File: src/rtl/core/utf8_cjk_char_count_check_defines.svh
// assertion helpers shared by the rtl
`ifndef UTF8_CJK_CHAR_COUNT_CHECK_DEFINES_SVH
`define UTF8_CJK_CHAR_COUNT_CHECK_DEFINES_SVH

// same-cycle implication, checked out of reset
`define UCC_ASSERT_IMP(label, ante, cons, msg) \
  label: assert property (@(posedge clk) disable iff (!rst_n) (ante) |-> (cons)) \
    else $error(msg);

// next-cycle implication, checked out of reset
`define UCC_ASSERT_NXT(label, ante, cons, msg) \
  label: assert property (@(posedge clk) disable iff (!rst_n) (ante) |=> (cons)) \
    else $error(msg);

`endif

File: src/rtl/core/ucc_pkg.sv
package ucc_pkg;

  localparam int CHAR_W = 16;
  localparam int LIMIT_W = 16;
  localparam int QDEPTH = 4;
  localparam int QPTR_W = 2;

  typedef enum logic [1:0] {
    MODE_COUNT = 2'd0,
    MODE_ALNUM = 2'd1,
    MODE_DIGIT = 2'd2,
    MODE_TRUNC = 2'd3
  } mode_t;

  typedef enum logic {
    REG_MODE  = 1'b0,
    REG_LIMIT = 1'b1
  } cfg_reg_t;

  typedef enum logic {
    KIND_BYTE    = 1'b0,
    KIND_SUMMARY = 1'b1
  } kind_t;

  localparam logic [7:0] CH_0 = 8'd48;
  localparam logic [7:0] CH_9 = 8'd57;
  localparam logic [7:0] CH_UA = 8'd65;
  localparam logic [7:0] CH_UZ = 8'd90;
  localparam logic [7:0] CH_LA = 8'd97;
  localparam logic [7:0] CH_LZ = 8'd122;
  localparam logic [23:0] CJK_LO = 24'hE4B880;
  localparam logic [23:0] CJK_HI = 24'hE9BEB5;

  // one item's worth of output work
  typedef struct packed {
    logic [2:0][7:0]   bytes;
    logic [1:0]        nkeep;
    logic              summ;
    logic [CHAR_W-1:0] cnt;
    logic              fail;
  } rec_t;

  typedef struct packed {
    logic full;
    logic not_empty;
  } q_stat_t;

  function automatic logic is_cjk(input logic [7:0] c0, input logic [7:0] c1,
                                  input logic [7:0] c2);
    logic [23:0] v;
    v = {c0, c1, c2};
    is_cjk = (c1[7:6] == 2'b10) && (c2[7:6] == 2'b10) && (v >= CJK_LO) && (v <= CJK_HI);
  endfunction

  function automatic logic is_digit(input logic [7:0] c);
    is_digit = (c >= CH_0) && (c <= CH_9);
  endfunction

  function automatic logic is_alpha(input logic [7:0] c);
    is_alpha = ((c >= CH_UA) && (c <= CH_UZ)) || ((c >= CH_LA) && (c <= CH_LZ));
  endfunction

endpackage

File: src/rtl/core/utf8_cjk_char_count_check.sv
// channel  | dir | handshake          | payload
// in_      | in  | in_tvalid/tready   | tdata[7:0] data_byte, tlast end_of_string
// out_     | out | out_tvalid/tready  | tdata out_byte/char_count/check_failed,
//          |     |                    | tuser kind, tlast last_result
// cfg_     | in  | cfg_valid/ready    | cfg_index register, cfg_data value
//
// one byte request per cycle enters the front while the queue is not full; it settles up to three
// characters in that same cycle and queues at most one record of output work
// the back drains one result per cycle while out_tready allows, so a byte yields
// 0 to 4 results (kept bytes plus the summary); a four-entry queue between them absorbs this
// rst_n is synchronous, active low; it clears string state and the registers
// in_tready drops only while the queue is full; cfg is always ready
module utf8_cjk_char_count_check #(
  parameter int COUNT_WIDTH = 16
) (
  input  logic        clk,
  input  logic        rst_n,
  input  logic        in_tvalid,
  output logic        in_tready,
  input  logic [7:0]  in_tdata,    // [7:0] data_byte
  input  logic        in_tlast,
  output logic        out_tvalid,
  input  logic        out_tready,
  output logic [31:0] out_tdata,   // [7:0] out_byte, [23:8] char_count, [24] check_failed
  output logic        out_tuser,   // [0] kind
  output logic        out_tlast,
  input  logic        cfg_valid,
  output logic        cfg_ready,
  input  logic        cfg_index,
  input  logic [15:0] cfg_data
);
  import ucc_pkg::*;

  // configuration registers
  mode_t              mode_r;
  logic [LIMIT_W-1:0] limit_r;

  // front to queue to back
  rec_t    f_rec;
  rec_t    q_head;
  logic    q_push;
  logic    q_pop;
  q_stat_t q_stat;
  logic    in_acc;

  assign cfg_ready = 1'b1;
  assign in_tready = !q_stat.full;
  assign in_acc    = in_tvalid && in_tready;

  always_ff @(posedge clk) begin
    if (!rst_n) begin
      mode_r  <= MODE_COUNT;
      limit_r <= '0;
    end else if (cfg_valid) begin
      case (cfg_reg_t'(cfg_index))
        REG_MODE:  mode_r  <= mode_t'(cfg_data[1:0]);
        REG_LIMIT: limit_r <= cfg_data;
        default:   mode_r  <= mode_r;
      endcase
    end
  end

  // front: holds undecided bytes, classifies and counts characters
  ucc_front #(
    .COUNT_WIDTH(COUNT_WIDTH)
  ) u_front (
    .clk     (clk),
    .rst_n   (rst_n),
    .in_acc  (in_acc),
    .in_byte (in_tdata),
    .in_last (in_tlast),
    .mode    (mode_r),
    .limit   (limit_r),
    .rec     (f_rec),
    .push    (q_push)
  );

  // short queue of pending output work
  ucc_queue u_queue (
    .clk      (clk),
    .rst_n    (rst_n),
    .push     (q_push),
    .push_rec (f_rec),
    .pop      (q_pop),
    .head_rec (q_head),
    .stat     (q_stat)
  );

  // back: turns each record into its kept bytes and, when it closes a string, a summary
  ucc_back u_back (
    .clk        (clk),
    .rst_n      (rst_n),
    .head_rec   (q_head),
    .head_valid (q_stat.not_empty),
    .pop        (q_pop),
    .out_tvalid (out_tvalid),
    .out_tready (out_tready),
    .out_tdata  (out_tdata),
    .out_tuser  (out_tuser),
    .out_tlast  (out_tlast)
  );

`include "utf8_cjk_char_count_check_defines.svh"

  `UCC_ASSERT_IMP(a_no_overflow, q_push, !q_stat.full, "push into full queue")
  `UCC_ASSERT_IMP(a_summary_last, out_tvalid && out_tuser == KIND_SUMMARY,
    out_tlast && out_tdata[7:0] == 8'd0, "summary request malformed")
  `UCC_ASSERT_IMP(a_byte_plain, out_tvalid && out_tuser == KIND_BYTE,
    !out_tlast && out_tdata[24:8] == 17'd0, "kept byte request malformed")

endmodule

File: src/rtl/core/ucc_front.sv
module ucc_front #(
  parameter int COUNT_WIDTH = 16
) (
  input  logic                       clk,
  input  logic                       rst_n,
  input  logic                       in_acc,
  input  logic [7:0]                 in_byte,
  input  logic                       in_last,
  input  ucc_pkg::mode_t             mode,
  input  logic [ucc_pkg::LIMIT_W-1:0] limit,
  output ucc_pkg::rec_t              rec,
  output logic                       push
);
  import ucc_pkg::*;

  localparam int CMP_W = (COUNT_WIDTH > LIMIT_W) ? COUNT_WIDTH : LIMIT_W;

  logic [2:0][7:0]        pend_r, pend_nxt;
  logic [1:0]             pcnt_r, pcnt_nxt;
  logic [COUNT_WIDTH-1:0] cnt_r, cnt_nxt;
  logic                   failed_r, failed_nxt;
  logic                   stopped_r, stopped_nxt;

  logic [2:0][7:0]        bq;
  logic [COUNT_WIDTH-1:0] cnt_v;
  logic                   fail_v;
  logic [1:0]             nkeep_v;

  always_comb begin
    logic [1:0] n;
    logic [1:0] pos;
    logic [1:0] len;
    logic [2:0] idx;
    logic       at_end;
    logic       stop;
    logic       done;
    logic       ok;
    logic       zero_b;
    logic [7:0] c;
    bq      = pend_r;
    n       = pcnt_r;
    pos     = '0;
    at_end  = in_last;
    stop    = stopped_r;
    done    = 1'b0;
    cnt_v   = cnt_r;
    fail_v  = failed_r;
    nkeep_v = '0;
    zero_b  = (in_byte == 8'd0);
    len     = '0;
    ok      = 1'b1;
    c       = '0;
    idx     = '0;
    if (!stopped_r) begin
      if (zero_b) begin
        at_end = 1'b1;
      end else begin
        bq[pcnt_r] = in_byte;
        n = pcnt_r + 2'd1;
      end
    end
    // at most three characters settle per byte
    for (int i = 0; i < 3; i++) begin
      if (n != 2'd0 && !stop && !done) begin
        c   = bq[pos];
        len = 2'd1;
        if (c[7:4] == 4'hE) begin
          if (n != 2'd3) begin
            if (!at_end) len = 2'd0;
          end else if (is_cjk(bq[0], bq[1], bq[2])) begin
            len = 2'd3;
          end
        end
        if (len == 2'd0) begin
          done = 1'b1;
        end else begin
          case (mode)
            MODE_ALNUM: ok = (len == 2'd3) || is_alpha(c) || is_digit(c);
            MODE_DIGIT: ok = (len == 2'd1) && is_digit(c);
            default:    ok = 1'b1;
          endcase
          if (!ok) begin
            fail_v = 1'b1;
            stop   = 1'b1;
            n      = '0;
          end else begin
            if (!(&cnt_v)) cnt_v = cnt_v + COUNT_WIDTH'(1);
            if (mode == MODE_TRUNC) nkeep_v = nkeep_v + len;
            pos = pos + len;
            n   = n - len;
            if (mode == MODE_TRUNC && limit != '0 &&
                CMP_W'(cnt_v) == CMP_W'(limit)) begin
              stop = 1'b1;
              n    = '0;
            end
          end
        end
      end
    end
    for (int j = 0; j < 3; j++) begin
      idx = 3'(j) + {1'b0, pos};
      pend_nxt[j] = (idx < 3'd3) ? bq[idx[1:0]] : 8'd0;
    end
    stopped_nxt = stop || (!stopped_r && zero_b);
    pcnt_nxt    = stopped_nxt ? 2'd0 : n;
    cnt_nxt     = cnt_v;
    failed_nxt  = fail_v;
    if (in_last) begin
      pend_nxt    = '0;
      pcnt_nxt    = '0;
      cnt_nxt     = '0;
      failed_nxt  = 1'b0;
      stopped_nxt = 1'b0;
    end
  end

  always_comb begin
    rec.bytes = bq;
    rec.nkeep = nkeep_v;
    rec.summ  = in_last;
    rec.cnt   = CHAR_W'(cnt_v);
    rec.fail  = fail_v;
    push      = in_acc && (nkeep_v != 2'd0 || in_last);
  end

  always_ff @(posedge clk) begin
    if (!rst_n) begin
      pend_r    <= '0;
      pcnt_r    <= '0;
      cnt_r     <= '0;
      failed_r  <= 1'b0;
      stopped_r <= 1'b0;
    end else if (in_acc) begin
      pend_r    <= pend_nxt;
      pcnt_r    <= pcnt_nxt;
      cnt_r     <= cnt_nxt;
      failed_r  <= failed_nxt;
      stopped_r <= stopped_nxt;
    end
  end

`include "utf8_cjk_char_count_check_defines.svh"

  `UCC_ASSERT_IMP(a_pend_lt3, 1'b1, pcnt_r != 2'd3, "held byte count reached three")
  `UCC_ASSERT_IMP(a_stop_empty, stopped_r, pcnt_r == 2'd0, "bytes held after stop")
  `UCC_ASSERT_NXT(a_end_clear, in_acc && in_last,
    pcnt_r == 2'd0 && cnt_r == '0 && !failed_r && !stopped_r, "state not cleared at end")

endmodule

File: src/rtl/core/ucc_queue.sv
module ucc_queue (
  input  logic              clk,
  input  logic              rst_n,
  input  logic              push,
  input  ucc_pkg::rec_t     push_rec,
  input  logic              pop,
  output ucc_pkg::rec_t     head_rec,
  output ucc_pkg::q_stat_t  stat
);
  import ucc_pkg::*;

  rec_t              mem_r [QDEPTH];
  logic [QPTR_W-1:0] wp_r, wp_nxt;
  logic [QPTR_W-1:0] rp_r, rp_nxt;
  logic [QPTR_W:0]   cnt_r, cnt_nxt;

  always_comb begin
    wp_nxt  = push ? wp_r + QPTR_W'(1) : wp_r;
    rp_nxt  = pop ? rp_r + QPTR_W'(1) : rp_r;
    cnt_nxt = cnt_r + (QPTR_W+1)'(push) - (QPTR_W+1)'(pop);
    stat.full      = (cnt_r == (QPTR_W+1)'(QDEPTH));
    stat.not_empty = (cnt_r != '0);
    head_rec       = mem_r[rp_r];
  end

  always_ff @(posedge clk) begin
    if (push) mem_r[wp_r] <= push_rec;
  end

  always_ff @(posedge clk) begin
    if (!rst_n) begin
      wp_r  <= '0;
      rp_r  <= '0;
      cnt_r <= '0;
    end else begin
      wp_r  <= wp_nxt;
      rp_r  <= rp_nxt;
      cnt_r <= cnt_nxt;
    end
  end

endmodule

File: src/rtl/core/ucc_back.sv
module ucc_back (
  input  logic                       clk,
  input  logic                       rst_n,
  input  ucc_pkg::rec_t              head_rec,
  input  logic                       head_valid,
  output logic                       pop,
  output logic                       out_tvalid,
  input  logic                       out_tready,
  output logic [31:0]                out_tdata,
  output logic                       out_tuser,
  output logic                       out_tlast
);
  import ucc_pkg::*;

  logic [1:0]  beat_r, beat_nxt;
  logic        vld_r, vld_nxt;
  logic [31:0] data_r, data_nxt;
  logic        user_r, user_nxt;
  logic        last_r, last_nxt;
  logic        ld;
  logic        fin;
  logic [2:0]  nbeats;

  always_comb begin
    ld       = head_valid && (!vld_r || out_tready);
    nbeats   = {1'b0, head_rec.nkeep} + {2'b00, head_rec.summ};
    fin      = ({1'b0, beat_r} + 3'd1) == nbeats;
    pop      = ld && fin;
    beat_nxt = beat_r;
    data_nxt = data_r;
    user_nxt = user_r;
    last_nxt = last_r;
    vld_nxt  = out_tready ? 1'b0 : vld_r;
    if (ld) begin
      vld_nxt  = 1'b1;
      beat_nxt = fin ? 2'd0 : beat_r + 2'd1;
      if (beat_r < head_rec.nkeep) begin
        data_nxt = {24'd0, head_rec.bytes[beat_r]};
        user_nxt = KIND_BYTE;
        last_nxt = 1'b0;
      end else begin
        data_nxt = {7'd0, head_rec.fail, head_rec.cnt, 8'd0};
        user_nxt = KIND_SUMMARY;
        last_nxt = 1'b1;
      end
    end
  end

  always_ff @(posedge clk) begin
    if (!rst_n) begin
      beat_r <= '0;
      vld_r  <= 1'b0;
    end else begin
      beat_r <= beat_nxt;
      vld_r  <= vld_nxt;
    end
  end

  always_ff @(posedge clk) begin
    data_r <= data_nxt;
    user_r <= user_nxt;
    last_r <= last_nxt;
  end

  assign out_tvalid = vld_r;
  assign out_tdata  = data_r;
  assign out_tuser  = user_r;
  assign out_tlast  = last_r;

endmodule
File: config.mk
export PLATFORM = sky130hd
export DESIGN_NAME = utf8_cjk_char_count_check
export DESIGN_NICKNAME = d
export VERILOG_FILES = /design/src/rtl/core/ucc_pkg.sv /design/src/rtl/core/utf8_cjk_char_count_check.sv /design/src/rtl/core/ucc_front.sv /design/src/rtl/core/ucc_queue.sv /design/src/rtl/core/ucc_back.sv
export VERILOG_INCLUDE_DIRS = /design/src /design/src/rtl/core
export SDC_FILE = /design/constraint.sdc
export NUM_CORES = 1
export LEC_CHECK = 0
export ABC_AREA = 1
export BUFFER_PORTS_ARGS = -buffer_cell sky130_fd_sc_hd__clkbuf_2
export CAP_MARGIN = 10
export CORE_MARGIN = 1.5
export CORE_UTILIZATION = 35
export CTS_CLUSTER_DIAMETER = 150
export CTS_CLUSTER_SIZE = 25
export DETAILED_ROUTE_END_ITERATION = 16
export PLACE_DENSITY = 0.61
export SYNTH_ARGS = -nofsm -noshare
export SYNTH_HDL_FRONTEND = slang
export SYNTH_HIERARCHICAL = 1
export SYNTH_SLANG_ARGS = --single-unit
File: constraint.sdc
create_clock -name clk -period 24.8 [get_ports clk]
set_clock_uncertainty 0.05 [all_clocks]
set_input_delay 4.96 -clock clk [delete_from_list [all_inputs] [get_ports clk]]
set_output_delay 4.96 -clock clk [all_outputs]
set_load 0.05 [all_outputs]
==> results.md <==
- Final count of negative-setup-slack endpoints: 0
- Crit Path Max Fanout: 44
- Share of the synthesized area in the top cell type: 34.97%
- Max-capacitance violation count: 0
- Post-route setup TNS: 0 ns
- XOR/XNOR Fraction of Synth Area: 2.272%
- M2 GR Usage: between 30 and 40%
- Hpwl dp: 38.58 mm
- Area grow syn2layout: 5.481%
- Top FF cell, synth: edfxtp_1
- Placer congestion estimate: approximately 0.98
- Layout cells sized above 1: 8.600%
- Placed cell area: 0.01785 sq mm
- Post-synth top cells: nand2_1, inv_1, nand3_1
- Fin util: approximately 37%
- Maximum clock path buffer count: 3
- Final min period: 13.47 ns
- Via-per-instance ratio: 5.118
- Post-Synthesis Cells: between 2k and 2.5k
- Cell type with the largest total area after synthesis: edfxtp_1
- Die width: 225.6 um
- Initial cell density of the core: between 30% and 40%
- R2R Path Start: u_front/pcnt_r[1]
- Quantity of gates resized following cts: 0
- Syn. warnings: 6
- R2R cell count: between 40 and 50
- Most frequent CP cell: nand2_1
- CP max stage delay: 0.84 ns
- R2r endpoint: u_queue/mem_r[2][20]
- First-pass GRT wire length: 81.35 mm
- # nets final: 2364
- Leading cell type by number of instances after synthesis: nand2_1
- Worst rel slew slack: around a quarter
- Status: completed
- Crit-path slowest cell: inv_2
- Starting DRT DRC Count: 1641
- Arrival @ worst endpoint: 13.56 ns
- Synth cell types: 50
- R2r setup slk: 15.07 ns
- Largest family of logic cells by synthesized area: simple AND/OR/NAND/NOR gates
- Final hold vios: 0
- GRT Util Overall: 20.73%
- Adder-cell share of the synthesized area: 2.063%
- I/O Buffers: 59
- Pin count of the biggest net entering global routing: 125
- Fillers: 5158
- Clock network latency to the later pin of the worst-skew pair: 0.54 ns
- ANT nets after route: 0
- Number of flops mapped to enable cells by yosys: a little over 200
- GR Layer Usage met3: 2.225%
- Fin crit share: 54.30%
- Worst Tran Pin Value: between 1 and 1.5 ns
- Clock transition at path regs: 0.10 ns
- Grt ovf: 0
- Die area: 0.05091 sq mm
- Synth Register Bits: 276
- Post-CTS Setup Repair Bufs: 0
- Min-delay src: u_queue/rp_r[1]
- Cell area after layout: 0.01830 sq mm
- RSZ-0062 raised after global routing: no
- CTS H-tree depth: 1
- Gr busiest metal: met2
- # hold bufs at CTS: 0
- Mapped Area: 0.01735 sq mm
- Crit Path Category: in -> reg
- DRC: 0
- Num CTS Buffers: 15
- Syn avg cell area: ~7.5 sq um
- Routed wire length: 52.98 mm
- Core box area: 0.04895 sq mm
- Vias: 15.25k
- CP endpoint kind: flip-flop
- Number of global-route vias before repair: roughly 14k
- Post-synthesis mux area share: 0%
- FFs w/ async S/R, synth: 0%
- TritonRoute pass-1 iters: 6
- Largest cells by area after synthesis: edfxtp_1, nand2_1, dfxtp_1, inv_1, nand3_1
- Wire per inst: 17.78 um
- Synth Area in Simple Gates: between 30% and 40%
- Worst setup SP type: primary input
- Clock sinks: between 200 and 300
- Hold WC Path Type: reg -> reg
- Grt met1 use: 29.91%
- Number of placed I/O pins: 68
- Register area share after synthesis: between 40 and 50%
- Die height: 225.6 um
- Initial antenna violation count: 0
- Hold Path Depth: 2
- Fmax: ~0.074 GHz
- Critical Path RT: 24.89 ns
- CTS tree: done
- Row cnt: 81
- Final Max Tran Viols: 0
- Synth Area in Compound Gates: 10.45%
- CTS root buffer: clkbuf_16
-- flip-flops by register name (all words and copies together), names as in the netlist, 2 cells and up, named ones only --
register and flops:
limit_r 16, u_back/out_tdata 25, u_front/cnt_r 16, u_queue/rp_r 2, u_queue/wp_r 2, u_front/pcnt_r 2, u_queue/cnt_r 3, u_back/beat_r 2
u_queue/mem_r 176, u_front/pend_r 24, mode_r 2
-- worst max path at each step --
stage                start                    to  slack, ns  cells after the start
3_3_place_gp   in_tdata[7]  u_queue/mem_r[0][39]      11.16                     46
4_1_cts        in_tdata[7]  u_queue/mem_r[2][27]      11.50                     44
5_1_grt        in_tdata[7]  u_queue/mem_r[3][26]      10.58                     44
3_5_place_dp   in_tdata[7]  u_queue/mem_r[2][38]      10.95                     44
2_1_floorplan  in_tdata[4]   u_queue/mem_r[0][0]      13.44                     46
6_report       in_tdata[7]  u_queue/mem_r[2][20]      11.33                     44
-- layer usage --
layer,vias to the layer above,part of all wire [%]
met4,0,2.4
met1,7140,47
met2,539,45
li1,7483,-
met3,85,6.1
met5,-,0
-- worst max-delay path: cells and delay by family --
family | cells | cell delay, ns
XOR/XNOR | 2 | 0.47
AO/OA/AOI/OAI | 3 | 0.74
adder cells (fa/ha/maj) | 1 | 0.28
AND/OR/NAND/NOR | 34 | 5.57
buffers and inverters | 4 | 1.46
-- cell usage in the layout, fill, tap and decap left out, drive strengths merged --
cell / synthesis / layout
o211ai: 45 / 45
ha: 27 / 27
fa: 1 / 1
dfxtp: 74 / 74
nor2: 214 / 214
nand4: 32 / 32
xnor2: 5 / 5
o21a: 2 / 2
o21ai: 124 / 124
nand3b: 14 / 14
a31oi: 5 / 5
or2: 2 / 2
a21oi: 144 / 144
nor4: 2 / 2
o2111ai: 1 / 1
nor3b: 1 / 1
buf: 82 / 7
edfxtp: 202 / 202
inv: 308 / 310
nor3: 20 / 20
nand3: 216 / 216
conb: 2 / 8
clkbuf: 14 / 81
and3: 1 / 1
diode: 0 / 1
nand2: 728 / 728
xor2: 40 / 40
clkinv: 3 / 5
a21boi: 3 / 3
-- kinds of logic after synthesis --
| kind of cell | after synthesis |
|---|---|
| compound gates | 324 |
| xor+xnor | 45 |
| fa+ha+maj | 28 |
| buf+inv | 407 |
| flops | 276 |
| other cells | 2 |
| simple gates | 1230 |
-- final cells by class --
class | count | area (sq um) | share of cell area, %
Timing Repair Buffer | 66 | 347.8 | 1.901
Multi-Input combinational cell | 1635 | 7946 | 43.43
Sequential cell | 276 | 7552 | 41.27
Inverter | 311 | 1176 | 6.427
Tap cell | 664 | 830.8 | 4.540
Clock inverter | 4 | 41.29 | 0.2256
Clock buffer | 22 | 401.6 | 2.195
Antenna cell | 1 | 2.502 | 0.01368
-- through the flow --
step	instances	setup slack, ns	hold slack (ns)
2_1_floorplan	2318	13.44	0.3856
3_3_place_gp	2952	11.16	0.3894
3_5_place_dp	2952	10.95	0.3963
4_1_cts	2978	11.50	0.4131
5_1_grt	2978	10.58	0.4407
6_report	2979	11.33	0.4129
Power is left out: the tool's default activity adds up to more than one toggle a clock period on the data nets, which glitch-free logic cannot reach.
